[config.mk]
export PLATFORM = sky130hd
export DESIGN_NAME = per_type_timestamp_dup_filter
export DESIGN_NICKNAME = d
export VERILOG_FILES = /design/src/rtl/ptdf_pkg.sv /design/src/rtl/ptdf_ctrl.sv /design/src/rtl/ptdf_datapath.sv /design/src/rtl/per_type_timestamp_dup_filter.sv
export SDC_FILE = /design/constraint.sdc
export NUM_CORES = 2
export LEC_CHECK = 0
export BUFFER_PORTS_ARGS = -buffer_cell sky130_fd_sc_hd__buf_2
export CORE_MARGIN = 4
export CORE_UTILIZATION = 25
export DETAILED_ROUTE_END_ITERATION = 8
export GPL_ROUTABILITY_DRIVEN = 1
export PLACE_DENSITY_LB_ADDON = 0.2
export SLEW_MARGIN = 20
export SYNTH_ARGS = -nofsm -noshare
export SYNTH_HDL_FRONTEND = slang
export SYNTH_SLANG_ARGS = --single-unit
export TNS_END_PERCENT = 100
[constraint.sdc]
create_clock -name clk -period 11.15 [get_ports clk]
set_clock_uncertainty 0.2 [all_clocks]
set_input_delay 1.115 -clock clk [delete_from_list [all_inputs] [get_ports clk]]
set_output_delay 1.115 -clock clk [all_outputs]
set_load 0.02 [all_outputs]
[src/rtl/ptdf_pkg.sv]
// ----------------------------------------------------------------------------
// Per-type timestamp duplicate filter package
// Shared opcodes, verdict codes and the command and status types that pass
// between the controller and the datapath.
// ----------------------------------------------------------------------------
package ptdf_pkg;

    localparam logic [1:0] OP_PACKET = 2'd0;
    localparam logic [1:0] OP_ACK    = 2'd1;
    localparam logic [1:0] OP_FORGET = 2'd2;
    localparam logic [1:0] OP_UNUSED = 2'd3;

    localparam logic [1:0] VERDICT_NEW  = 2'd0;
    localparam logic [1:0] VERDICT_DUP  = 2'd1;
    localparam logic [1:0] VERDICT_DROP = 2'd2;
    localparam logic [1:0] VERDICT_NONE = 2'd3;

    typedef struct packed {
        logic load;
        logic read;
        logic commit;
    } ptdf_cmd_t;

    typedef struct packed {
        logic out_hold;
    } ptdf_stat_t;

endpackage

[src/rtl/ptdf_ctrl.sv]
// ----------------------------------------------------------------------------
// Per-type timestamp duplicate filter controller
// Steps each accepted item through table read and commit, and holds the
// commit while the previous result still waits on the output.
// ----------------------------------------------------------------------------
module ptdf_ctrl
(
    input  logic                  clk,
    input  logic                  rst_n,
    input  logic                  in_valid,
    output logic                  in_stall,
    input  ptdf_pkg::ptdf_stat_t  stat,
    output ptdf_pkg::ptdf_cmd_t   cmd
);
    import ptdf_pkg::*;

    localparam logic [1:0] ST_IDLE = 2'd0;
    localparam logic [1:0] ST_READ = 2'd1;
    localparam logic [1:0] ST_EXEC = 2'd2;

    logic [1:0] state_reg;
    logic [1:0] state_next;

    assign in_stall = (state_reg != ST_IDLE);

    always_comb
    begin
        state_next = state_reg;
        cmd.load   = 1'b0;
        cmd.read   = 1'b0;
        cmd.commit = 1'b0;
        case (state_reg)
            ST_IDLE:
            begin
                if (in_valid)
                begin
                    cmd.load   = 1'b1;
                    state_next = ST_READ;
                end
            end
            ST_READ:
            begin
                cmd.read   = 1'b1;
                state_next = ST_EXEC;
            end
            ST_EXEC:
            begin
                if (!stat.out_hold)
                begin
                    cmd.commit = 1'b1;
                    state_next = ST_IDLE;
                end
            end
            default:
            begin
                state_next = ST_IDLE;
            end
        endcase
    end

    always_ff @(posedge clk or negedge rst_n)
    begin
        if (!rst_n)
        begin
            state_reg <= ST_IDLE;
        end
        else
        begin
            state_reg <= state_next;
        end
    end

endmodule

[src/rtl/ptdf_datapath.sv]
// ----------------------------------------------------------------------------
// Per-type timestamp duplicate filter datapath
// Holds the item, the per-type stamp memories with their valid and seen flags,
// the classification compare and the output register.
// ----------------------------------------------------------------------------
module ptdf_datapath
#(
    parameter int NUM_TYPES = 16
)
(
    input  logic                  clk,
    input  logic                  rst_n,
    input  ptdf_pkg::ptdf_cmd_t   cmd,
    output ptdf_pkg::ptdf_stat_t  stat,
    input  logic [1:0]            opcode,
    input  logic [7:0]            packet_type,
    input  logic [63:0]           stamp,
    output logic                  out_valid,
    input  logic                  out_stall,
    output logic [1:0]            verdict,
    output logic                  bad_type
);
    import ptdf_pkg::*;

    localparam int AW = (NUM_TYPES > 1) ? $clog2(NUM_TYPES) : 1;
    localparam logic [8:0] TYPE_LIMIT = 9'(NUM_TYPES);

    logic [1:0]           op_reg;
    logic [AW-1:0]        idx_reg;
    logic [63:0]          stamp_reg;
    logic                 in_range_reg;

    logic [63:0]          rx_mem_reg  [NUM_TYPES];
    logic [63:0]          ack_mem_reg [NUM_TYPES];
    logic [63:0]          rx_rd_reg;
    logic [63:0]          ack_rd_reg;

    logic [NUM_TYPES-1:0] rx_valid_reg;
    logic [NUM_TYPES-1:0] rx_valid_next;
    logic [NUM_TYPES-1:0] ack_valid_reg;
    logic [NUM_TYPES-1:0] ack_valid_next;
    logic [NUM_TYPES-1:0] rx_seen_reg;
    logic [NUM_TYPES-1:0] rx_seen_next;
    logic [NUM_TYPES-1:0] ack_seen_reg;
    logic [NUM_TYPES-1:0] ack_seen_next;

    logic                 out_valid_reg;
    logic                 out_valid_next;
    logic [1:0]           verdict_reg;
    logic [1:0]           verdict_next;
    logic                 bad_type_reg;
    logic                 bad_type_next;

    logic [63:0]          rx_cur;
    logic [63:0]          ack_cur;
    logic                 rx_we;
    logic                 ack_we;
    logic [63:0]          rx_wdata;
    logic [63:0]          ack_wdata;

    assign stat.out_hold = out_valid_reg && out_stall;
    assign out_valid     = out_valid_reg;
    assign verdict       = verdict_reg;
    assign bad_type      = bad_type_reg;

    always_ff @(posedge clk)
    begin
        if (cmd.load)
        begin
            op_reg       <= opcode;
            idx_reg      <= AW'(packet_type);
            stamp_reg    <= stamp;
            in_range_reg <= ({1'b0, packet_type} < TYPE_LIMIT);
        end
    end

    always_ff @(posedge clk)
    begin
        if (cmd.read)
        begin
            rx_rd_reg  <= rx_mem_reg[idx_reg];
            ack_rd_reg <= ack_mem_reg[idx_reg];
        end
        if (rx_we)
        begin
            rx_mem_reg[idx_reg] <= rx_wdata;
        end
        if (ack_we)
        begin
            ack_mem_reg[idx_reg] <= ack_wdata;
        end
    end

    assign rx_cur  = rx_valid_reg[idx_reg]  ? rx_rd_reg  : 64'd0;
    assign ack_cur = ack_valid_reg[idx_reg] ? ack_rd_reg : 64'd0;

    always_comb
    begin
        rx_we          = 1'b0;
        ack_we         = 1'b0;
        rx_wdata       = stamp_reg;
        ack_wdata      = stamp_reg;
        rx_valid_next  = rx_valid_reg;
        ack_valid_next = ack_valid_reg;
        rx_seen_next   = rx_seen_reg;
        ack_seen_next  = ack_seen_reg;
        verdict_next   = verdict_reg;
        bad_type_next  = bad_type_reg;
        out_valid_next = out_valid_reg;

        if (out_valid_reg && !out_stall)
        begin
            out_valid_next = 1'b0;
        end

        if (cmd.commit)
        begin
            out_valid_next = 1'b1;
            verdict_next   = VERDICT_NONE;
            bad_type_next  = 1'b0;
            if (op_reg != OP_UNUSED && !in_range_reg)
            begin
                bad_type_next = 1'b1;
                if (op_reg == OP_PACKET)
                begin
                    verdict_next = VERDICT_DROP;
                end
            end
            else
            begin
                case (op_reg)
                    OP_PACKET:
                    begin
                        if (stamp_reg < rx_cur)
                        begin
                            verdict_next = VERDICT_DROP;
                        end
                        else if (stamp_reg > rx_cur || !rx_seen_reg[idx_reg])
                        begin
                            verdict_next           = VERDICT_NEW;
                            rx_we                  = 1'b1;
                            rx_valid_next[idx_reg] = 1'b1;
                            rx_seen_next[idx_reg]  = 1'b1;
                        end
                        else if (stamp_reg == ack_cur && ack_seen_reg[idx_reg])
                        begin
                            verdict_next = VERDICT_DUP;
                        end
                        else
                        begin
                            verdict_next = VERDICT_DROP;
                        end
                    end
                    OP_ACK:
                    begin
                        if (stamp_reg > ack_cur || !ack_seen_reg[idx_reg])
                        begin
                            ack_we                  = 1'b1;
                            ack_valid_next[idx_reg] = 1'b1;
                            ack_seen_next[idx_reg]  = 1'b1;
                        end
                    end
                    OP_FORGET:
                    begin
                        rx_we                   = 1'b1;
                        ack_we                  = 1'b1;
                        rx_wdata                = 64'd0;
                        ack_wdata               = 64'd0;
                        rx_valid_next[idx_reg]  = 1'b1;
                        ack_valid_next[idx_reg] = 1'b1;
                    end
                    default:
                    begin
                        verdict_next = VERDICT_NONE;
                    end
                endcase
            end
        end
    end

    always_ff @(posedge clk or negedge rst_n)
    begin
        if (!rst_n)
        begin
            rx_valid_reg  <= '0;
            ack_valid_reg <= '0;
            rx_seen_reg   <= '0;
            ack_seen_reg  <= '0;
            out_valid_reg <= 1'b0;
        end
        else
        begin
            rx_valid_reg  <= rx_valid_next;
            ack_valid_reg <= ack_valid_next;
            rx_seen_reg   <= rx_seen_next;
            ack_seen_reg  <= ack_seen_next;
            out_valid_reg <= out_valid_next;
        end
    end

    always_ff @(posedge clk)
    begin
        verdict_reg  <= verdict_next;
        bad_type_reg <= bad_type_next;
    end

endmodule

[src/rtl/per_type_timestamp_dup_filter.sv]
// ----------------------------------------------------------------------------
// Per-type timestamp duplicate filter
// Classifies control packets against the newest received and acknowledged
// timestamps kept for each packet type, and records acks and forget requests.
//
//   Channel  Handshake             Payload
//   in       in_valid / in_stall   opcode, packet_type, stamp
//   out      out_valid / out_stall verdict, bad_type
//
// Each item steps through capture, stamp memory read, then commit. The read
// step comes from the registered output of the per-type stamp memories.
// Reset clears the valid and seen flags at once, so the block is ready in
// the first cycle after reset. A stalled result holds the commit of the
// next item; the input is stalled until that commit.
// ----------------------------------------------------------------------------
module per_type_timestamp_dup_filter
#(
    parameter int NUM_TYPES = 16
)
(
    input  logic        clk,
    input  logic        rst_n,
    input  logic        in_valid,
    output logic        in_stall,
    input  logic [1:0]  opcode,
    input  logic [7:0]  packet_type,
    input  logic [63:0] stamp,
    output logic        out_valid,
    input  logic        out_stall,
    output logic [1:0]  verdict,
    output logic        bad_type
);
    import ptdf_pkg::*;

    ptdf_cmd_t  cmd;
    ptdf_stat_t stat;

    ptdf_ctrl u_ctrl
    (
        .clk      (clk),
        .rst_n    (rst_n),
        .in_valid (in_valid),
        .in_stall (in_stall),
        .stat     (stat),
        .cmd      (cmd)
    );

    ptdf_datapath
    #(
        .NUM_TYPES (NUM_TYPES)
    )
    u_datapath
    (
        .clk         (clk),
        .rst_n       (rst_n),
        .cmd         (cmd),
        .stat        (stat),
        .opcode      (opcode),
        .packet_type (packet_type),
        .stamp       (stamp),
        .out_valid   (out_valid),
        .out_stall   (out_stall),
        .verdict     (verdict),
        .bad_type    (bad_type)
    );

endmodule
==> impl_metrics.toml <==
[outcome]
status = "finished clean"

[finish]
nets = 4451
multi_input_area_um2 = 20400
finalNonFillerCells = 9234
fin_area_um2 = 106000
fillers = 34800
area_growth_pct = 17.6
final_layout_size_suffix_gt1_share_pct = 30.0
seq_area_um2 = 69200

[power]
p_total_mw = 21.4
p_per_area_nw_per_um2 = 202
leakagePower_nw = 32.8
peakVddDrop_uv = 106

[floorplanning]
start_util_pct = 25.1
core_area_um2 = 359000
ios = 83
die_h_um = 608
fp-row-count = 220
dieArea_um2 = 370000
die_w_um = 608

[logic_synthesis]
synth_fp_nets = 4156
synth_compound_area_share_pct = 1.67
synthMuxAreaShare_pct = 16.4
synth_cell_types = 57
synth-seq-area-share_pct = 76.9
synth_area_leader_cell = "edfxtp_1"
syn_inst = 3946
ys.flop_type = "edfxtp_1"
synth_simple_gate_area_share_pct = 2.26
ys_ff_latch = 2317
synth_top_family_by_area = "multiplexers"
synth-edff-count = 2250
ys_async_sr_fraction_pct = 2.89
synth_xor_area_share_pct = 0
avgSynthCellArea_um2 = 22.8
yosysTopAreaCellShare_pct = 75.0
synth_area_leaders = "edfxtp_1, mux4_2, dfrtp_1, ha_1, nand2_1"
synth_warnings = 0
synthAdderAreaFrac_pct = 1.83
netlist_area_um2 = 90100

[sta]
drv_slew = 0
min_period_over_period_pct = 79.4
worst_slew_pin_slew_ns = 1.19
rsz0062_at_grt = "no"
max_freq_mhz = 113
hold_violations = 0
fin_tns_setup_ns = 0
relSlewSlack_pct = 20.2
setup_violations = 0
fin_crit_ns = 8.85

[clock_network]
post_cts_buffers = 0
ctsHoldBuffers = 0
cts.clk_slew.worst_paths_ns = 0.06
numClockSinks = 2317
h-tree-depth = 5
insertion_delay_ns = 0.90
cts_tree = "yes"
cts_root_buf = "clkbuf_16"
cts_buffers = 276
cts.path.max_buffers = 4
cts_resized = 0

[worst_setup_path]
critical_path_class = "flip-flop to flip-flop"
startpoint_type = "flip-flop"
timing.rr.end = "u_datapath.rx_mem_reg[9][9]"
worst-r2r-cell-count = 14
rrSetupSlack_ns = 2.30
path_max_fanout = 64
cp_data_arrival_time_ns = 9.13
required_ns = 11.43
crit_path_end_kind = "flip-flop"
r2r-start = "u_datapath.idx_reg[1]"

[routing]
drtIter0Drc = 3842
vias_per_cell = 4.57
wire_per_inst_um = 27.7
drt_wl_total_um = 256000
drt_pass1_iterations = 5
met2_length_um = 123000
wl_met3_um = 11300
wl_met1_um = 115000
ant_nets = 0
maxUsedRoutingLayer = "met4"
drcViolationCount = 0
vias = 42200

[global_route]
antenna_found_initial = 14
overflow = 0
first_global_vias = 44800
grt_pass1_wl_um = 359000
grt_usage_pct = 13.5
grt_max_degree = 119

[place]
hpwl_um = 145000
io_buffers = 82
gp_congestion = 0.755
dp_cells = 8734
place_area_um2 = 97100

[min_path]
whs_endpoint = "u_datapath.stamp_reg[40]"
min_from = "stamp[40]"
holdPathStages = 1
hp-class = "primary input to flip-flop"

[job]
drv_cap = 0
cell type report:
cell class / instances / area share, %
inverters: 7 / 0.0248
clock inverters: 140 / 1.24
multi-input cells: 1432 / 19.3
diodes: 5 / 0.0118
repair buffers: 207 / 1.44
clock buffers: 353 / 6.98
flip-flops and latches: 2317 / 65.4
well taps: 4773 / 5.64
how the worst max path moves through the flow:
stage | from | end | slack, ns | cells after the start
detailed placement | u_datapath.idx_reg[1] | u_datapath.rx_mem_reg[9][9] | 2.15 | 14
global route | u_datapath.idx_reg[1] | u_datapath.rx_mem_reg[9][5] | 2.10 | 14
finish | u_datapath.idx_reg[1] | u_datapath.rx_mem_reg[9][9] | 2.30 | 14
global placement | u_datapath.idx_reg[1] | u_datapath.rx_mem_reg[9][4] | 2.21 | 14
CTS | u_datapath.idx_reg[1] | u_datapath.rx_mem_reg[9][9] | 2.12 | 14
floorplan | u_datapath.idx_reg[0] | u_datapath.ack_mem_reg[0][0] | 2.24 | 15
power breakdown:
group / total, mW / switching, mW / internal [mW]
sequential: 10.3 / 0.203 / 10.1
clock: 8.74 / 3.62 / 5.11
combinational: 2.35 / 1.47 / 0.883
critical path, cell delays in order, from the launching register on:
cell and delay [ns]:
edfxtp_1 0.67, buf_4 0.75, mux4_2 0.42, mux4_4 1.06
nand2_1 0.21, ha_1 0.21, nand4_1 0.66, nor3_1 0.93
nand4_1 0.40, a21oi_1 0.36, a311o_1 0.18, o21ai_2 0.31
nor2_4 0.85, buf_4 0.44, buf_4 0.62
layer usage:
metal | global-route usage (%) | vias to the layer above
met5 | 0 | -
met4 | 3.84 | 0
met2 | 22.0 | 1036
met1 | 18.7 | 23300
li1 | - | 17400
met3 | 2.28 | 364
through the flow:
stage | utilization (%) | setup slack [ns] | hold WS (ns)
floorplan | - | 2.24 | 0.223
global placement | 27.0 | 2.21 | 0.233
detailed placement | 27.1 | 2.15 | 0.242
CTS | 29.5 | 2.12 | 0.101
global route | 29.5 | 2.10 | 0.140
finish | 29.5 | 2.30 | 0.193
cell families (layout without fill, tap and decap cells):
family,count (synthesis),after routing
multiplexers,658,658
AO/OA/AOI/OAI,218,218
flip-flops,2317,2317
other,0,5
AND/OR/NAND/NOR,424,424
adder cells (fa/ha/maj),132,132
buffers and inverters,197,707
Yosys cell counts (4+ instances only):
master,count
a2111oi_0,4
a211o_1,8
a211oi_1,10
a211oi_2,10
a21o_1,27
a21oi_1,75
and2_1,70
buf_1,14
buf_2,55
clkbuf_1,115
dfrtp_1,67
edfxtp_1,2250
ha_1,132
inv_1,7
mux4_2,658
nand2_1,173
nand2b_1,7
nand3_1,42
nand4_1,30
nor2_1,55
nor2b_1,7
nor3_1,19
nor4_1,9
o211ai_1,5
o21ai_0,26
o21bai_1,17
o31ai_1,11
cells in the final DEF, fill, tap and decap left out, types with 26 or more instances in the layout:
cell       instances
clkinv_1          54
ha_1             132
edfxtp_1        2250
and2_2            45
clkbuf_1          67
o21ai_0           26
nand2_1          172
a21o_1            27
clkbuf_16        285
a21oi_1           69
nand4_1           30
buf_4            111
buf_2             82
dfrtp_1           67
nor2_1            42
mux4_2           656
clkinv_2          34
nand3_1           42
(Power assumes the default switching activity.)
